==> config.mk <==
export PLATFORM = sky130hd
export DESIGN_NAME = probabilistic_step_sequencer
export DESIGN_NICKNAME = d
export VERILOG_FILES = /design/src/hdl/pss_pkg.sv /design/src/hdl/pss_cfg_regs.sv /design/src/hdl/pss_seq_core.sv /design/src/hdl/probabilistic_step_sequencer.sv
export SDC_FILE = /design/constraint.sdc
export NUM_CORES = 1
export LEC_CHECK = 0
export BUFFER_PORTS_ARGS = -buffer_cell sky130_fd_sc_hd__buf_2
export CAP_MARGIN = 30
export CORE_ASPECT_RATIO = 0.75
export CORE_MARGIN = 5
export CORE_UTILIZATION = 35
export CTS_CLUSTER_SIZE = 14
export DETAILED_ROUTE_END_ITERATION = 6
export PLACE_DENSITY = 0.58
export SETUP_SLACK_MARGIN = 0.02
export SYNTH_ARGS = -nofsm -noshare
export SYNTH_HDL_FRONTEND = slang
export SYNTH_HIERARCHICAL = 1
export SYNTH_SLANG_ARGS = --single-unit
export TNS_END_PERCENT = 100
==> constraint.sdc <==
create_clock -name clk -period 5.8 [get_ports clk]
set_clock_uncertainty 0.05 [all_clocks]
set_input_delay 0.29 -clock clk [delete_from_list [all_inputs] [get_ports clk]]
set_output_delay 0.29 -clock clk [all_outputs]
set_load 0.03 [all_outputs]
==> src/hdl/pss_pkg.sv <==
// ----------------------------------------------------------------------------
// pss_pkg
// Shared constants, codes and structs of the probabilistic step sequencer.
// ----------------------------------------------------------------------------
package pss_pkg;

  localparam int NUM_STEPS  = 8;
  localparam int STEP_W     = $clog2(NUM_STEPS);
  localparam int SAMPLE_W   = 16;
  localparam int LEN_W      = 4;
  localparam int DIR_W      = 2;
  localparam int PROB_W     = 17;
  localparam int PULSE_W    = 16;
  localparam int DRAW_W     = 16;
  localparam int WIDX_W     = 3;
  localparam int CFG_IDX_W  = 2;
  localparam int CFG_DATA_W = 17;
  localparam int IN_DATA_W  = 88;
  localparam int OUT_DATA_W = 24;

  // Schmitt thresholds, Q4.11 volts
  localparam logic signed [SAMPLE_W-1:0] THR_LOW  = 16'sd204;
  localparam logic signed [SAMPLE_W-1:0] THR_HIGH = 16'sd2048;

  localparam logic [LEN_W-1:0]   RST_SEQ_LENGTH = 4'd8;
  localparam logic [PROB_W-1:0]  RST_FIRE_PROB  = 17'd65536;
  localparam logic [PULSE_W-1:0] RST_PULSE_TICKS = 16'd48;

  typedef enum logic [DIR_W-1:0] {
    DIR_FWD  = 2'd0,
    DIR_BWD  = 2'd1,
    DIR_RND  = 2'd2,
    DIR_HOLD = 2'd3
  } pss_dir_t;

  typedef enum logic [CFG_IDX_W-1:0] {
    REG_SEQ_LENGTH  = 2'd0,
    REG_DIRECTION   = 2'd1,
    REG_FIRE_PROB   = 2'd2,
    REG_PULSE_TICKS = 2'd3
  } pss_reg_t;

  typedef enum logic {
    REQ_TICK  = 1'b0,
    REQ_WRITE = 1'b1
  } pss_req_t;

  typedef struct packed {
    logic [LEN_W-1:0]   seq_length;
    pss_dir_t           direction_mode;
    logic [PROB_W-1:0]  fire_probability;
    logic [PULSE_W-1:0] pulse_ticks;
  } pss_cfg_t;

  typedef struct packed {
    pss_req_t                    req_type;
    logic signed [SAMPLE_W-1:0]  clock_sample;
    logic signed [SAMPLE_W-1:0]  reset_sample;
    logic                        button_level;
    logic [DRAW_W-1:0]           gate_draw;
    logic [DRAW_W-1:0]           step_draw;
    logic [WIDX_W-1:0]           write_index;
    logic signed [SAMPLE_W-1:0]  write_value;
  } pss_item_t;

  typedef struct packed {
    logic [WIDX_W-1:0]          step_index;
    logic signed [SAMPLE_W-1:0] step_value;
    logic                       trigger_out;
    logic                       advanced;
  } pss_result_t;

endpackage

==> src/hdl/pss_cfg_regs.sv <==
// ----------------------------------------------------------------------------
// pss_cfg_regs
// Configuration register file written through the cfg channel.
// ----------------------------------------------------------------------------
module pss_cfg_regs (
  input  logic                              clk,
  input  logic                              rst_n,
  input  logic                              cfg_valid,
  output logic                              cfg_ready,
  input  logic [pss_pkg::CFG_IDX_W-1:0]     cfg_index,
  input  logic [pss_pkg::CFG_DATA_W-1:0]    cfg_data,
  output pss_pkg::pss_cfg_t                 cfg
);

  pss_pkg::pss_cfg_t cfg_r;
  pss_pkg::pss_cfg_t cfg_nxt;

  assign cfg_ready = 1'b1;
  assign cfg       = cfg_r;

  always_comb begin
    cfg_nxt = cfg_r;
    if (cfg_valid) begin
      unique case (pss_pkg::pss_reg_t'(cfg_index))
        pss_pkg::REG_SEQ_LENGTH:
          cfg_nxt.seq_length = cfg_data[pss_pkg::LEN_W-1:0];
        pss_pkg::REG_DIRECTION:
          cfg_nxt.direction_mode = pss_pkg::pss_dir_t'(cfg_data[pss_pkg::DIR_W-1:0]);
        pss_pkg::REG_FIRE_PROB:
          cfg_nxt.fire_probability = cfg_data[pss_pkg::PROB_W-1:0];
        pss_pkg::REG_PULSE_TICKS:
          cfg_nxt.pulse_ticks = cfg_data[pss_pkg::PULSE_W-1:0];
        default: cfg_nxt = cfg_r;
      endcase
    end
  end

  always_ff @(posedge clk) begin
    if (!rst_n) begin
      cfg_r.seq_length       <= pss_pkg::RST_SEQ_LENGTH;
      cfg_r.direction_mode   <= pss_pkg::DIR_FWD;
      cfg_r.fire_probability <= pss_pkg::RST_FIRE_PROB;
      cfg_r.pulse_ticks      <= pss_pkg::RST_PULSE_TICKS;
    end else begin
      cfg_r <= cfg_nxt;
    end
  end

endmodule

==> src/hdl/pss_seq_core.sv <==
// ----------------------------------------------------------------------------
// pss_seq_core
// Sequencer state and the single-pass update for one item.
// ----------------------------------------------------------------------------
module pss_seq_core (
  input  logic                clk,
  input  logic                rst_n,
  input  pss_pkg::pss_cfg_t   cfg,
  input  logic                item_go,
  input  pss_pkg::pss_item_t  item,
  output pss_pkg::pss_result_t result
);

  localparam int STEP_W  = pss_pkg::STEP_W;
  localparam int LEN_W   = pss_pkg::LEN_W;
  localparam int PROD_W  = pss_pkg::DRAW_W + LEN_W;

  logic [STEP_W-1:0]            step_r, step_nxt;
  logic signed [pss_pkg::SAMPLE_W-1:0] store_r [pss_pkg::NUM_STEPS];
  logic                         clk_st_r, clk_st_nxt;
  logic                         rst_st_r, rst_st_nxt;
  logic                         btn_r, btn_nxt;
  logic [pss_pkg::PULSE_W-1:0]  pulse_r, pulse_nxt;

  logic [LEN_W-1:0]   len;
  logic [STEP_W-1:0]  len_m1;
  logic [STEP_W-1:0]  cs;
  logic [LEN_W-1:0]   cs_inc;
  logic [PROD_W-1:0]  prod;
  logic               clk_edge;
  logic               rst_edge;
  logic               btn_edge;
  logic               fire;
  logic               trig;
  logic               is_write;

  assign is_write = (item.req_type == pss_pkg::REQ_WRITE);

  always_comb begin
    if (cfg.seq_length == '0) begin
      len = LEN_W'(1);
    end else if (cfg.seq_length > LEN_W'(pss_pkg::NUM_STEPS)) begin
      len = LEN_W'(pss_pkg::NUM_STEPS);
    end else begin
      len = cfg.seq_length;
    end
  end

  assign len_m1 = STEP_W'(len - LEN_W'(1));
  assign cs     = ({1'b0, step_r} >= len) ? len_m1 : step_r;
  assign cs_inc = {1'b0, cs} + LEN_W'(1);
  assign prod   = {{LEN_W{1'b0}}, item.step_draw} * {{pss_pkg::DRAW_W{1'b0}}, len};
  assign trig   = (pulse_r != '0);

  always_comb begin
    clk_st_nxt = clk_st_r;
    clk_edge   = 1'b0;
    if (clk_st_r) begin
      if (item.clock_sample <= pss_pkg::THR_LOW) begin
        clk_st_nxt = 1'b0;
      end
    end else if (item.clock_sample >= pss_pkg::THR_HIGH) begin
      clk_st_nxt = 1'b1;
      clk_edge   = 1'b1;
    end
  end

  always_comb begin
    rst_st_nxt = rst_st_r;
    rst_edge   = 1'b0;
    if (rst_st_r) begin
      if (item.reset_sample <= pss_pkg::THR_LOW) begin
        rst_st_nxt = 1'b0;
      end
    end else if (item.reset_sample >= pss_pkg::THR_HIGH) begin
      rst_st_nxt = 1'b1;
      rst_edge   = 1'b1;
    end
  end

  assign btn_edge = item.button_level && !btn_r;
  assign fire     = (clk_edge || btn_edge) &&
                    ({1'b0, item.gate_draw} < cfg.fire_probability);

  logic               step_ch;
  logic               rst_st_keep;

  always_comb begin
    step_nxt    = cs;
    pulse_nxt   = trig ? pulse_r - pss_pkg::PULSE_W'(1) : pulse_r;
    step_ch     = 1'b0;
    rst_st_keep = clk_edge || btn_edge;
    if (fire) begin
      pulse_nxt = cfg.pulse_ticks;
      unique case (cfg.direction_mode)
        pss_pkg::DIR_FWD:  step_nxt = (cs_inc >= len) ? '0 : cs_inc[STEP_W-1:0];
        pss_pkg::DIR_BWD:  step_nxt = (cs == '0) ? len_m1 : cs - STEP_W'(1);
        pss_pkg::DIR_RND:  step_nxt = prod[pss_pkg::DRAW_W +: STEP_W];
        pss_pkg::DIR_HOLD: step_nxt = cs;
        default:           step_nxt = cs;
      endcase
    end else if (!rst_st_keep && rst_edge) begin
      unique case (cfg.direction_mode)
        pss_pkg::DIR_FWD:  step_nxt = '0;
        pss_pkg::DIR_RND:  step_nxt = '0;
        pss_pkg::DIR_BWD:  step_nxt = len_m1;
        pss_pkg::DIR_HOLD: step_nxt = cs;
        default:           step_nxt = cs;
      endcase
    end
    step_ch = 1'b1;
  end

  assign btn_nxt = item.button_level;

  always_ff @(posedge clk) begin
    if (!rst_n) begin
      step_r   <= '0;
      clk_st_r <= 1'b0;
      rst_st_r <= 1'b0;
      btn_r    <= 1'b0;
      pulse_r  <= '0;
      for (int i = 0; i < pss_pkg::NUM_STEPS; i++) begin
        store_r[i] <= '0;
      end
    end else if (item_go) begin
      if (is_write) begin
        store_r[item.write_index[STEP_W-1:0]] <= item.write_value;
      end else begin
        if (step_ch) begin
          step_r <= step_nxt;
        end
        clk_st_r <= clk_st_nxt;
        if (!rst_st_keep) begin
          rst_st_r <= rst_st_nxt;
        end
        btn_r   <= btn_nxt;
        pulse_r <= pulse_nxt;
      end
    end
  end

  always_comb begin
    if (is_write) begin
      result.step_index  = pss_pkg::WIDX_W'(step_r);
      result.step_value  = (item.write_index[STEP_W-1:0] == step_r) ?
                           item.write_value : store_r[step_r];
      result.trigger_out = trig;
      result.advanced    = 1'b0;
    end else begin
      result.step_index  = pss_pkg::WIDX_W'(step_nxt);
      result.step_value  = store_r[step_nxt];
      result.trigger_out = trig;
      result.advanced    = fire;
    end
  end

endmodule

==> src/hdl/probabilistic_step_sequencer.sv <==
// ----------------------------------------------------------------------------
// probabilistic_step_sequencer
// Eight-step control-voltage sequencer with a probability gate.
// ----------------------------------------------------------------------------
// Every item, a sample tick or a step-value write, returns exactly one result,
// passing first through the input register and then the output register.
// The step update is a single pass of logic between those two registers, so
// the block takes one item per clock cycle while the output side keeps up;
// when the output stalls, the input register holds one item and in_tready
// drops until the result drains. Configuration writes are always taken and
// should be issued only while no item is in flight.
// ----------------------------------------------------------------------------
module probabilistic_step_sequencer (
  input  logic                               clk,
  input  logic                               rst_n,
  // clock_sample[15:0], reset_sample[31:16], button_level[32],
  // gate_draw[48:33], step_draw[64:49], write_index[67:65],
  // write_value[83:68], zero fill [87:84]
  input  logic [pss_pkg::IN_DATA_W-1:0]      in_tdata,
  // req_type[0]
  input  logic                               in_tuser,
  input  logic                               in_tvalid,
  output logic                               in_tready,
  // step_index[2:0], step_value[18:3], trigger_out[19], advanced[20],
  // zero fill [23:21]
  output logic [pss_pkg::OUT_DATA_W-1:0]     out_tdata,
  output logic                               out_tvalid,
  input  logic                               out_tready,
  input  logic                               cfg_valid,
  output logic                               cfg_ready,
  input  logic [pss_pkg::CFG_IDX_W-1:0]      cfg_index,
  input  logic [pss_pkg::CFG_DATA_W-1:0]     cfg_data
);

  pss_pkg::pss_cfg_t    cfg;
  pss_pkg::pss_item_t   in_item;
  pss_pkg::pss_item_t   item_r;
  pss_pkg::pss_result_t result;
  pss_pkg::pss_result_t res_r;
  logic                 item_vld_r, item_vld_nxt;
  logic                 out_vld_r, out_vld_nxt;
  logic                 item_go;
  logic                 in_acc;

  assign in_item.req_type     = pss_pkg::pss_req_t'(in_tuser);
  assign in_item.clock_sample = in_tdata[15:0];
  assign in_item.reset_sample = in_tdata[31:16];
  assign in_item.button_level = in_tdata[32];
  assign in_item.gate_draw    = in_tdata[48:33];
  assign in_item.step_draw    = in_tdata[64:49];
  assign in_item.write_index  = in_tdata[67:65];
  assign in_item.write_value  = in_tdata[83:68];

  assign item_go   = item_vld_r && (!out_vld_r || out_tready);
  assign in_tready = !item_vld_r || item_go;
  assign in_acc    = in_tvalid && in_tready;

  assign item_vld_nxt = in_acc ? 1'b1 : (item_go ? 1'b0 : item_vld_r);
  assign out_vld_nxt  = item_go ? 1'b1 : (out_tready ? 1'b0 : out_vld_r);

  pss_cfg_regs u_cfg (
    .clk       (clk),
    .rst_n     (rst_n),
    .cfg_valid (cfg_valid),
    .cfg_ready (cfg_ready),
    .cfg_index (cfg_index),
    .cfg_data  (cfg_data),
    .cfg       (cfg)
  );

  pss_seq_core u_core (
    .clk     (clk),
    .rst_n   (rst_n),
    .cfg     (cfg),
    .item_go (item_go),
    .item    (item_r),
    .result  (result)
  );

  always_ff @(posedge clk) begin
    if (!rst_n) begin
      item_vld_r <= 1'b0;
      out_vld_r  <= 1'b0;
    end else begin
      item_vld_r <= item_vld_nxt;
      out_vld_r  <= out_vld_nxt;
    end
  end

  always_ff @(posedge clk) begin
    if (in_acc) begin
      item_r <= in_item;
    end
    if (item_go) begin
      res_r <= result;
    end
  end

  assign out_tvalid = out_vld_r;
  assign out_tdata  = {3'b000, res_r.advanced, res_r.trigger_out,
                       res_r.step_value, res_r.step_index};

endmodule
Yosys cells after proc, flatten, opt, wreduce, memory -nomap -nowiden. Memory sizes are Yosys's and may differ from the RTL's. A register that Yosys moved wholly into a read port is not among the register bits. Index checks and enable logic that the tools add are counted.

Memories kept: 1. Memory bits (writable): 128. Output and inout port bits: 27. Word-level logic and storage cells: 110. Input bits: 113. Register bits: 169.

Memory list: u_core.store_r (words 8, width 16, read ports 2, clocked after Yosys merged registers in 1, write ports 8, RTL line pss_seq_core.sv:19) `logic signed [pss_pkg::SAMPLE_W-1:0] store_r [pss_pkg::NUM_STEPS];`.

Bitwise operators: 2. Order comparisons: 8. Reductions and logical operators: 29. Multiplexer cells: 35. Equality and inequality tests: 7. $add $sub $neg: 4. Multiply operators: 1.

Operator list (number): 16-bit two-way mux (4); 16-bit by 13-bit greater-or-equal comparator with 1-bit output, second input constant (2); 16-bit by 9-bit less-or-equal comparator with 1-bit output, second input constant (2); 3-bit two-way mux (8); 21-bit two-way mux (1); 16-bit by 4-bit multiplier with 19-bit output (1); 1-bit two-way mux (18); 16-bit by 17-bit < comparator with 1-bit output (1); 16-bit nonzero test (1); 16-bit OR reduction (1); 16-bit by 1-bit subtractor with 16-bit output, second input constant (1); 3-bit one-hot mux with 4 select lines (1); 2-bit AND reduction (5); 3-bit one-hot mux with 3 select lines (1); 2-bit equality test, second input constant (4); 4-bit two-way mux (2); 3-bit AND reduction (2); 2-bit nonzero test (3); 3-bit by 1-bit subtractor with 3-bit output, second input constant (2); 1-bit logical AND (5); 3-bit by 1-bit adder with 4-bit output, second input constant (1); 2-bit by 1-bit equality test with 1-bit output, second input constant (2); 3-bit by 4-bit greater-or-equal comparator with 1-bit output (1); 4-bit greater-or-equal comparator (1); other kinds (9) (16).

Longest topological paths before layout. Gate-level depths: netlist of run 1.

Depth after elaboration: 12. Mapped depth: 23. Gate-level depth less buffers: 19.

Modules after synthesis. The synthesis of run 1 kept the hierarchy.

By module, submodules not included: pss_seq_core (area an instance 11486.0 um^2, instances 1, seq. area each 4344.2 um^2, cells each 1123); probabilistic_step_sequencer (area an instance 3313.2 um^2, instances 1, seq. area each 3223.1 um^2, cells each 119); pss_cfg_regs (area an instance 1512.7 um^2, instances 1, seq. area each 780.7 um^2, cells each 156).

Worst setup path after synthesis of run 1. Ideal clock, no wire load.

Path type: reg-to-reg. Start point: register out_vld_r, in the netlist out_tvalid. End point: register item_r[0] in the netlist's numbering, enable pin. Path buffers: 0. Data required time: 5193 ps. Period minus slack after synthesis: 5355 ps. Stages on the path, launching flop included: 3. Slack: 445 ps. Library setup time: 557 ps. Arrival time: 4748 ps. Cell sequence: dfxtp_1 > nor2b_4 > a21oi_1.

Longest elaborated chain between the ends: 5.

Ends and longest elaborated chain: from (decl) (RTL line probabilistic_step_sequencer.sv:41) `logic out_vld_r, out_vld_nxt;`; from (signal assigned) (RTL line probabilistic_step_sequencer.sv:86) `out_vld_r <= out_vld_nxt;`; 1-bit zero test (RTL line probabilistic_step_sequencer.sv:54) `assign item_go = item_vld_r && (!out_vld_r || out_tready);`; 1-bit logical OR (RTL line probabilistic_step_sequencer.sv:54); 1-bit logical AND (RTL line probabilistic_step_sequencer.sv:54); 1-bit logical OR (RTL line probabilistic_step_sequencer.sv:55) `assign in_tready = !item_vld_r || item_go;`; 1-bit logical AND (RTL line probabilistic_step_sequencer.sv:56) `assign in_acc = in_tvalid && in_tready;`; via in_acc (RTL line probabilistic_step_sequencer.sv:43) `logic in_acc;`; to (signal assigned) (RTL line probabilistic_step_sequencer.sv:92) `item_r <= in_item;`; to (decl) (RTL line probabilistic_step_sequencer.sv:37) `pss_pkg::pss_item_t item_r;`.

The timed path passes the listed nets, and every way through them passes these cells. A chain may end at the register's enable or synchronous reset.

==> results of run 1 <==
cell families after synthesis:
kind of cell	after synthesis
muxes	126
buffers and inverters	173
adders and majority gates	72
xor gates and xnor gates	8
AOI/OAI and AO/OA	231
other	2
DFF	300
and+or+nand+nor	486
metal layers:
metal,vias to the layer above,track usage,wire [µm]
li1,5535,-,-
met1,5748,0.228,19300
met2,346,0.283,20500
met3,61,0.0305,2500
met4,0,0.0444,928
met5,-,0,0
worst max-delay path by stage:
| stage | start | end | cells after the start |
|---|---|---|---|
| 2_1_floorplan | out_tvalid$_SDFFE_PN0P_ | item_r[0]$_DFFE_PP_ | 2 |
| 3_3_place_gp | u_cfg/cfg[38]$_SDFFE_PN1P_ | out_tdata[17]$_DFFE_PP_ | 20 |
| 3_5_place_dp | u_cfg/cfg[38]$_SDFFE_PN1P_ | out_tdata[8]$_DFFE_PP_ | 20 |
| 4_1_cts | u_cfg/cfg[38]$_SDFFE_PN1P_ | out_tdata[10]$_DFFE_PP_ | 20 |
| 5_1_grt | u_cfg/cfg[38]$_SDFFE_PN1P_ | out_tdata[8]$_DFFE_PP_ | 21 |
| 6_report | u_cfg/cfg[38]$_SDFFE_PN1P_ | out_tdata[8]$_DFFE_PP_ | 21 |
registers in the layout, indices dropped and copies added (netlist names), named ones only:
name and cells:
out_tvalid 1, u_core/clk_st_r 1, out_tdata 21, u_core/step_r 3, item_vld_r 1, u_core/pulse_r 16
u_core/rst_st_r 1, u_core/store_r 128, u_cfg/cfg 39, u_core/btn_r 1, item_r 85
stage by stage:
step,hold WS [ns],util,setup WS (ns)
6_report,0.0276,0.432,0.307
5_1_grt,0.0324,0.432,0.0101
4_1_cts,0.000918,0.431,0.353
3_5_place_dp,0.400,0.387,0.403
3_3_place_gp,0.394,0.386,0.479
2_1_floorplan,0.339,-,0.445
placed cells by master, fill, tap and decap left out, types with 6 or more instances in the layout:
master and instances:
a21boi_0 8, dlygate4sd3_1 99, inv_1 85, nand2b_1 9, a31oi_1 8, nand3_1 71, buf_4 39, a221o_1 6
mux2i_1 79, dfxtp_1 65, a21oi_1 34, mux2_1 14, clkbuf_1 9, a211o_1 8, o211ai_1 29, nor3_1 15
and3_1 9, nor2b_1 9, fa_1 27, o211a_1 6, nor2_1 46, o21ai_0 37, a211oi_1 8, and2_1 173
nand2_1 111, clkbuf_16 34, edfxtp_1 234, a21o_1 9, buf_2 131, nor4_1 6, o21ai_1 22, ha_1 45
mux4_2 32, nand4_1 6
power by group through the flow:
stage	Clock [mW]	Combinational [mW]	Sequential, mW
6_report	2.06	0.857	2.50
5_1_grt	2.22	0.939	2.52
4_1_cts	2.12	0.853	2.50
3_5_place_dp	0	0.798	2.55
3_3_place_gp	0	0.781	2.55
2_1_floorplan	0	0.526	2.55
what timing repair did:
action / in CTS / in global routing
endpoints found under the setup margin: 0 / 8
hold buffers: 99 / 0
hold endpoints to repair: 112 / 0
gates resized for setup: 0 / 1
worst max-delay path, stage by stage (launching register included):
cell      delay (ns)
dfxtp_1         0.34
buf_4           0.17
inv_1           0.13
and2_1          0.41
ha_1            0.31
nand2b_4        0.16
a31oi_1         0.28
nor2_1          0.10
o21ai_1         0.34
inv_1           0.11
ha_1            0.24
xor2_1          0.24
ha_1            0.28
a21o_1          0.16
a21oi_1         0.28
a21oi_1         0.16
a211oi_4        0.51
nor2b_1         0.41
buf_4           0.24
buf_4           0.19
o211ai_1        0.11
nand3_1         0.12
final cells by class:
class                      count  area, µm²
clock inverter                16        149
fill                        4264      26200
clock buffer                  44        898
timing repair buffer         276       2080
multi-input combinational    927       7270
sequential                   300       8350
inverter                      87        327
antenna                        1       2.50
tap                          630        788
==> impl_metrics.py, run 1 <==
metrics = {
    "worst_hold_path": {
        "min-delay-start": "cfg_data[2]",
        "hold_end": "u_cfg/cfg[37]$_SDFFE_PN0P_",
        "hold_depth": 3,
        "hold_path_class": "primary input to flop",
    },
    "synthesis": {
        "synth_top_area_share": 0.431,
        "syn_inst": 1398,
        "synth_edf_count": 234,
        "synth-xor-area-share": 0.00430,
        "synth.distinct_cells": 86,
        "synth_commonest_cells": "234 x edfxtp_1, 173 x and2_1, 111 x nand2_1",
        "synthSimpleGateAreaFrac": 0.162,
        "ys_ff_latch": 300,
        "synthTopCellsByArea": "edfxtp_1 43%, dfxtp_1 8.1%, and2_1 6.6%, mux2i_1 4.8%, mux4_2 4.4%",
        "yosysWarnings": 6,
        "ys_seq_area_frac": 0.512,
        "synth_top_cell_by_area": "edfxtp_1",
        "yosys_most_used_dff": "edfxtp_1",
        "synth-adder-area-share": 0.0677,
        "synth_top_family_by_area": "simple AND/OR/NAND/NOR gates",
        "synth-compound-area-share": 0.106,
        "syn_area_per_cell_um2": 11.7,
        "synth_area_um2": 16300,
        "muxShareOfSynthArea": 0.103,
        "async_reset_ff_frac": 0,
        "yosysMostFrequentCell": "edfxtp_1",
    },
    "worst_setup_path": {
        "reg2regPathDepth": 21,
        "rrSetupSlack_ns": 0.31,
        "crit_arrival_ns": 5.83,
        "timing.rr.end": "out_tdata[8]$_DFFE_PP_",
        "r2r-start": "u_cfg/cfg[38]$_SDFFE_PN1P_",
        "cp-end-kind": "flop",
        "critPathRequiredTime_ns": 6.14,
        "setup.worst_path.start_class": "flop",
        "path_max_fanout": 8,
        "critical_path_class": "flop to flop",
    },
    "sta": {
        "rsz0062_at_grt": "yes",
        "drv_slew": 0,
        "period_minus_slack_ns": 5.49,
        "tns_ns": 0,
        "setup_viol": 0,
        "hold_violations": 0,
        "fmax_mhz": 182,
        "relSlewSlack": 0.307,
        "worstMarginPinSlew_ns": 1.04,
        "fin_crit_sh": 0.947,
    },
    "clock_tree": {
        "clockBufferDepth": 3,
        "cts-buffers-inserted": 34,
        "htreeDepth": 2,
        "clk_latency_ns": 0.54,
        "root_buffer": "clkbuf_16",
        "clkTransAtPathRegs_ns": 0.06,
        "cts_tree": "done",
        "clock-sinks": 300,
        "post_cts_buffers": 0,
    },
    "grt": {
        "grt_max_degree": 89,
        "antenna_found_initial": 1,
        "track_usage": 0.169,
        "first_global_vias": 12200,
        "grt_pass1_wl_um": 68500,
        "grt-ovfl-total": 0,
    },
    "power": {
        "switchingPower_mw": 1.44,
        "power_frac_comb": 0.158,
        "leakagePower_nw": 7.87,
        "power_mw": 5.42,
        "swShare": 0.266,
        "pwr-share-seq": 0.462,
        "internal_power_mw": 3.98,
        "p_clk_frac": 0.380,
        "power.density_nw_per_um2": 273,
        "ir_drop_mv": 0.266,
    },
    "floorplanning": {
        "num_rows": 68,
        "die_w_um": 259,
        "fp.dieArea_um2": 51100,
        "dieHeight_um": 197,
        "core-area_um2": 46000,
        "ios": 140,
        "initial_core_util": 0.354,
    },
    "routing": {
        "wl_per_cell_um": 18.9,
        "drcViolationCount": 0,
        "vias": 11700,
        "ant_nets": 0,
        "wl_um": 43200,
        "drt-initial-drc-count": 796,
        "via_per_inst": 5.12,
        "dr.pass1.iters": 5,
    },
    "layout": {
        "area_growth_pct": 21.8,
        "postLayoutCellArea_um2": 19900,
        "nets": 1811,
        "drive_gt1_frac": 0.179,
        "instances_no_fill": 2281,
    },
    "placement": {
        "portBuffers": 131,
        "dp_hpwl_um": 27300,
        "dp_cells": 2120,
        "place_congestion": 0.815,
        "placed_cell_area_um2": 17800,
    },
    "run_status": {
        "status": "finished clean",
    },
    "job": {
        "cap_violations": 0,
    },
}
(Power assumes the default switching activity.)
==> inputs of run 2 (changes only) <==
Clock period 5.8 ns to 5.7 ns, I/O delays scaled along.
==> run 2 against run 1 <==
Maximum frequency is 2.8% higher. Sequential power is 2% higher. Critical path depth stayed put. Wire length is 0.65% higher. Sequential share of layout area is 0.12 points lower. Clock power is 5% higher. First-iteration DRC count is 1.1% higher. Non-clock buffer count is 2 higher. Utilization is 0.12 points higher. Sequential cell count stayed put. Highest routed layer unchanged.
==> impl_metrics.py, run 2 (synthesis gave the netlist of run 1 again) <==
metrics = {
    "run_status": {
        "status": "finished clean",
    },
    "sta": {
        "worstMarginPinSlew_ns": 0.996,
        "relSlewSlack": 0.335,
        "drv_slew": 0,
        "rsz0062_at_grt": "no",
        "hold_violations": 0,
        "fmax_mhz": 187,
        "tns_ns": 0,
        "fin_crit_sh": 0.937,
        "setup_viol": 0,
        "period_minus_slack_ns": 5.34,
    },
    "placement": {
        "portBuffers": 131,
        "place_congestion": 0.835,
        "dp_hpwl_um": 27700,
        "placed_cell_area_um2": 17800,
    },
    "routing": {
        "wl_um": 43500,
        "drcViolationCount": 0,
        "dr.pass1.iters": 5,
        "wl_per_cell_um": 19.1,
        "vias": 11800,
        "drt-initial-drc-count": 805,
        "via_per_inst": 5.17,
        "ant_nets": 0,
    },
    "clock_tree": {
        "clkTransAtPathRegs_ns": 0.06,
        "htreeDepth": 2,
        "cts_tree": "done",
        "clk_latency_ns": 0.55,
        "clockBufferDepth": 3,
        "root_buffer": "clkbuf_16",
        "post_cts_buffers": 0,
        "cts-buffers-inserted": 34,
        "clock-sinks": 300,
    },
    "layout": {
        "area_growth_pct": 22.1,
        "drive_gt1_frac": 0.186,
        "largest_reg_flops": 128,
        "mostFrequentLayoutCell": "edfxtp_1",
        "largest-register": "u_core/store_r",
        "nets": 1813,
        "final_util": 0.433,
        "fillers": 4257,
        "postLayoutCellArea_um2": 19900,
        "layout_common_cells": "234 x edfxtp_1, 173 x and2_1, 131 x buf_2",
    },
    "grt": {
        "antenna_found_initial": 2,
        "use_met2": 0.283,
        "track_usage": 0.168,
        "grt_max_degree": 80,
        "first_global_vias": 12300,
        "grt-busiest-layer": "met2",
        "grt_pass1_wl_um": 67900,
        "grt-ovfl-total": 0,
        "grtUsageMet1": 0.219,
        "grt_use_met3": 0.0302,
    },
    "worst_setup_path": {
        "cp-end-kind": "flop",
        "r2r-start": "u_cfg/cfg[38]$_SDFFE_PN1P_",
        "timing.rr.end": "out_tdata[16]$_DFFE_PP_",
        "crit_cells": 21,
        "cp.buffers_inverters": 6,
        "crit_chain": "buf_4 -> nor2b_1 -> buf_4 -> and2_1 -> fa_1 -> inv_1 -> fa_1 -> inv_1 -> ha_1 -> a21oi_1 -> a311oi_1 -> a311oi_2 -> o211ai_1 -> a221o_1 -> a211oi_2 -> a211oi_4 -> buf_4 -> nor2b_1 -> buf_4 -> and3_1 -> a211o_1",
        "slowest_delay_ns": 0.54,
        "path_max_fanout": 18,
        "cpLargestDelayFamily": "compound AO/OA/AOI/OAI gates",
        "crit_start": "u_cfg/cfg[38]$_SDFFE_PN1P_",
        "crit_arrival_ns": 5.56,
        "setup.worst_path.start_class": "flop",
        "reg2regPathDepth": 21,
        "crit_end": "out_tdata[16]$_DFFE_PP_",
        "rrSetupSlack_ns": 0.36,
        "cpMostUsedCell": "buf_4",
        "critical_path_class": "flop to flop",
        "critPathRequiredTime_ns": 5.92,
        "worst_path_max_delay_cell": "fa_1",
    },
    "floorplanning": {
        "core-area_um2": 46000,
        "ios": 140,
        "fp.dieArea_um2": 51100,
        "initial_core_util": 0.354,
        "num_rows": 68,
        "die_w_um": 259,
        "dieHeight_um": 197,
    },
    "worst_hold_path": {
        "hold_path_class": "primary input to flop",
    },
    "power": {
        "leakagePower_nw": 7.91,
        "power.density_nw_per_um2": 280,
        "ir_drop_mv": 0.178,
    },
    "job": {
        "cap_violations": 0,
    },
}
-- run 2: worst min-delay path by stage --
stage	cells after the start	endpoint	slack, ns	from
after global placement	2	u_cfg/cfg[18]$_SDFFE_PN0P_	0.39	u_cfg/cfg[18]$_SDFFE_PN0P_
after global routing	3	item_vld_r$_SDFFE_PN0P_	0.02	out_tready
after floorplan	0	item_r[0]$_DFFE_PP_	0.33	in_tdata[68]
final	3	u_cfg/cfg[37]$_SDFFE_PN0P_	0.02	cfg_data[2]
after CTS	3	item_vld_r$_SDFFE_PN0P_	0.001	out_tready
after detailed placement	2	u_cfg/cfg[27]$_SDFFE_PN0P_	0.40	u_cfg/cfg[27]$_SDFFE_PN0P_
-- run 2: worst min-delay path, stage by stage --
cell and delay, ns:
buf_2 0.07, nand2_1 0.08, mux2i_1 0.13
-- run 2: what timing repair did --
item	in CTS	in global routing
resized for setup	0	4
hold endpoints to repair	112	0
setup endpoints to repair	0	13
hold buffers	99	0
-- run 2: final cells by class --
class                      count  area (µm²)  share of cell area
tap                          630         788              0.0396
timing repair buffer         278        2070               0.104
sequential                   300        8350               0.419
clock buffer                  47         991              0.0497
multi-input combinational    927        7280               0.366
clock inverter                10         104             0.00521
antenna                        2        5.00            0.000251
inverter                      87         327              0.0164
-- run 2: routing by layer --
layer | up-vias | part of all wire
met3 | 94 | 0.053
met4 | 0 | 0.031
li1 | 5541 | -
met5 | - | 0
met1 | 5799 | 0.44
met2 | 349 | 0.48
-- run 2: stage by stage --
stage | power [mW] | setup WS, ns | hold WS (ns) | cells
6_report | 5.58 | 0.359 | 0.0220 | 2281
2_1_floorplan | 3.13 | 0.345 | 0.334 | 1400
4_1_cts | 5.63 | 0.267 | 0.00147 | 2278
3_3_place_gp | 3.38 | 0.319 | 0.394 | 2121
5_1_grt | 5.83 | 0.0306 | 0.0200 | 2281
3_5_place_dp | 3.41 | 0.316 | 0.400 | 2122
-- run 2: where the power goes --
part	switching [mW]	internal, mW	total (mW)
Sequential	0.0760	2.47	2.55
Clock	0.892	1.27	2.16
Combinational	0.506	0.366	0.872
Total	1.47	4.11	5.58
==> inputs of run 3 (changes only) <==
Settings changed: BUFFER_PORTS_ARGS -buffer_cell sky130_fd_sc_hd__buf_2 to not set, DONT_BUFFER_PORTS set to 1, PLACE_DENSITY 0.58 to 0.55.
==> run 3 against run 2 <==
Worst setup slack worse by 0.065 ns. Combinational power is 8.0% lower. Worst hold slack gained 0.027 ns. Highest routed layer unchanged.
==> impl_metrics.py, run 3 (synthesis gave the netlist of run 1 again) <==
metrics = {
    "power": {
        "power.density_nw_per_um2": 288,
        "ir_drop_mv": 0.230,
        "leakagePower_nw": 7.44,
    },
    "sta": {
        "period_minus_slack_ns": 5.41,
        "setup_viol": 0,
        "relSlewSlack": 0.283,
        "fin_crit_sh": 0.948,
        "tns_ns": 0,
        "fmax_mhz": 185,
        "whs_ns": 0.0490,
        "hold_violations": 0,
        "drv_slew": 0,
        "rsz0062_at_grt": "no",
        "worstMarginPinSlew_ns": 1.07,
    },
    "worst_hold_path": {
        "min-delay-start": "cfg_index[1]",
        "hold_end": "u_cfg/cfg[38]$_SDFFE_PN1P_",
        "hold_depth": 2,
        "hold_path_class": "primary input to flop",
    },
    "clock_tree": {
        "htreeDepth": 2,
        "clk_latency_ns": 0.55,
        "root_buffer": "clkbuf_16",
        "clkTransAtPathRegs_ns": 0.06,
        "cts-buffers-inserted": 35,
        "clockBufferDepth": 3,
        "cts_tree": "done",
        "clock-sinks": 300,
    },
    "worst_setup_path": {
        "cpLargestDelayFamily": "compound AO/OA/AOI/OAI gates",
        "crit_start": "u_cfg/cfg[37]$_SDFFE_PN0P_",
        "timing.rr.end": "out_tdata[17]$_DFFE_PP_",
        "setup.worst_path.start_class": "flop",
        "rrSetupSlack_ns": 0.29,
        "r2r-start": "u_cfg/cfg[37]$_SDFFE_PN0P_",
        "cp.buffers_inverters": 4,
        "worst_path_max_delay_cell": "fa_1",
        "slowest_delay_ns": 0.53,
        "critPathRequiredTime_ns": 5.91,
        "crit_arrival_ns": 5.62,
        "critical_path_class": "flop to flop",
        "path_max_fanout": 31,
        "reg2regPathDepth": 19,
        "crit_chain": "nor2b_1 -> buf_4 -> and2_1 -> fa_1 -> inv_1 -> fa_1 -> inv_1 -> ha_1 -> a2111oi_0 -> o21ai_1 -> a221o_1 -> a21oi_1 -> mux2_2 -> a311oi_4 -> nor2_4 -> buf_12 -> mux2_1 -> o211ai_1 -> nand3_1",
        "cp-end-kind": "flop",
    },
    "floorplanning": {
        "initial_core_util": 0.354,
        "num_rows": 68,
        "fp.dieArea_um2": 51100,
        "ios": 140,
        "dieHeight_um": 197,
        "core-area_um2": 46000,
        "die_w_um": 259,
    },
    "routing": {
        "ant_nets": 0,
        "vias": 11300,
        "wl_um": 43100,
        "drcViolationCount": 0,
        "via_per_inst": 5.19,
        "drt-initial-drc-count": 778,
        "dr.pass1.iters": 5,
        "wl_per_cell_um": 19.9,
    },
    "grt": {
        "grt_pass1_wl_um": 66800,
        "track_usage": 0.167,
        "first_global_vias": 11400,
        "antenna_found_initial": 0,
        "grt-ovfl-total": 0,
        "grt_max_degree": 80,
    },
    "layout": {
        "largest_reg_flops": 128,
        "area_growth_pct": 18.9,
        "nets": 1695,
        "fillers": 4284,
        "layout_common_cells": "234 x edfxtp_1, 173 x and2_1, 111 x nand2_1",
        "mostFrequentLayoutCell": "edfxtp_1",
        "drive_gt1_frac": 0.114,
        "largest-register": "u_core/store_r",
    },
    "placement": {
        "portBuffers": 0,
        "dp_hpwl_um": 27400,
        "place_congestion": 0.807,
    },
    "run_status": {
        "status": "finished clean",
    },
    "job": {
        "cap_violations": 0,
    },
}
-- run 3: cell count changes in the layout (fill, tap and decap cells not counted), moves of 2 or more --
cell / delta
inv_6: +3
clkinv_1: +7
buf_6: -2
buf_2: -131
clkbuf_8: -6
dlygate4sd3_1: +10
buf_4: +2
clkinvlp_4: +2
bufinv_16: +2
-- run 3: what timing repair did --
item	CTS	global route
setup buffers	0	0
endpoints found under the setup margin	0	6
gates resized for setup	0	1
hold endpoints to repair	151	0
hold buffers	110	0
-- run 3: worst reg2reg max path, stage by stage (launching register included) --
cell       delay [ns]
dfxtp_1          0.34
nor2b_1          0.14
buf_4            0.20
and2_1           0.19
fa_1             0.49
inv_1            0.05
fa_1             0.53
inv_1            0.04
ha_1             0.31
a2111oi_0        0.40
o21ai_1          0.15
a221o_1          0.36
a21oi_1          0.18
mux2_2           0.39
a311oi_4         0.32
nor2_4           0.08
buf_12           0.21
mux2_1           0.36
o211ai_1         0.19
nand3_1          0.13
-- run 3: routing by layer --
layer  global-route usage  share of wire  routed length (µm)
met5                    0              0                   0
met4               0.0548          0.028                1220
met3               0.0234          0.056                2430
met2                0.271           0.46               20000
met1                0.234           0.45               19500
-- run 3: area by class of cell --
type                            count  area [µm²]  share of cell area
Multi-Input combinational cell    927        7280               0.375
Tap cell                          630         788              0.0406
Inverter                           87         327              0.0168
Clock buffer                       41         908              0.0468
Sequential cell                   300        8350               0.430
Antenna cell                        1        2.50            0.000129
Clock inverter                     23         204              0.0105
Timing Repair Buffer              159        1540              0.0796
-- run 3: worst max-delay path by stage --
stage                                    to  slack [ns]  depth (start not counted)
floorplan               item_r[0]$_DFFE_PP_        0.34                          2
global placement    out_tdata[17]$_DFFE_PP_        0.31                         19
detailed placement  out_tdata[17]$_DFFE_PP_        0.27                         19
CTS                 out_tdata[17]$_DFFE_PP_        0.24                         19
global route        out_tdata[17]$_DFFE_PP_        0.04                         19
finish              out_tdata[17]$_DFFE_PP_        0.29                         19
-- run 3: metrics by stage --
step | setup WS (ns) | power [mW] | instance area (µm²) | instances | utilization
2_1_floorplan | 0.345 | 3.13 | 16300 | 1400 | -
3_3_place_gp | 0.305 | 3.34 | 17100 | 1991 | 0.372
3_5_place_dp | 0.274 | 3.35 | 17200 | 1993 | 0.373
4_1_cts | 0.235 | 5.65 | 19400 | 2167 | 0.421
5_1_grt | 0.0382 | 5.83 | 19400 | 2167 | 0.421
6_report | 0.294 | 5.59 | 19400 | 2168 | 0.421
-- run 3: power breakdown --
| part | internal (mW) | total (mW) | switching, mW |
|---|---|---|---|
| clock network | 1.29 | 2.21 | 0.922 |
| registers | 2.47 | 2.58 | 0.107 |
| logic | 0.340 | 0.802 | 0.462 |
| total | 4.10 | 5.59 | 1.49 |
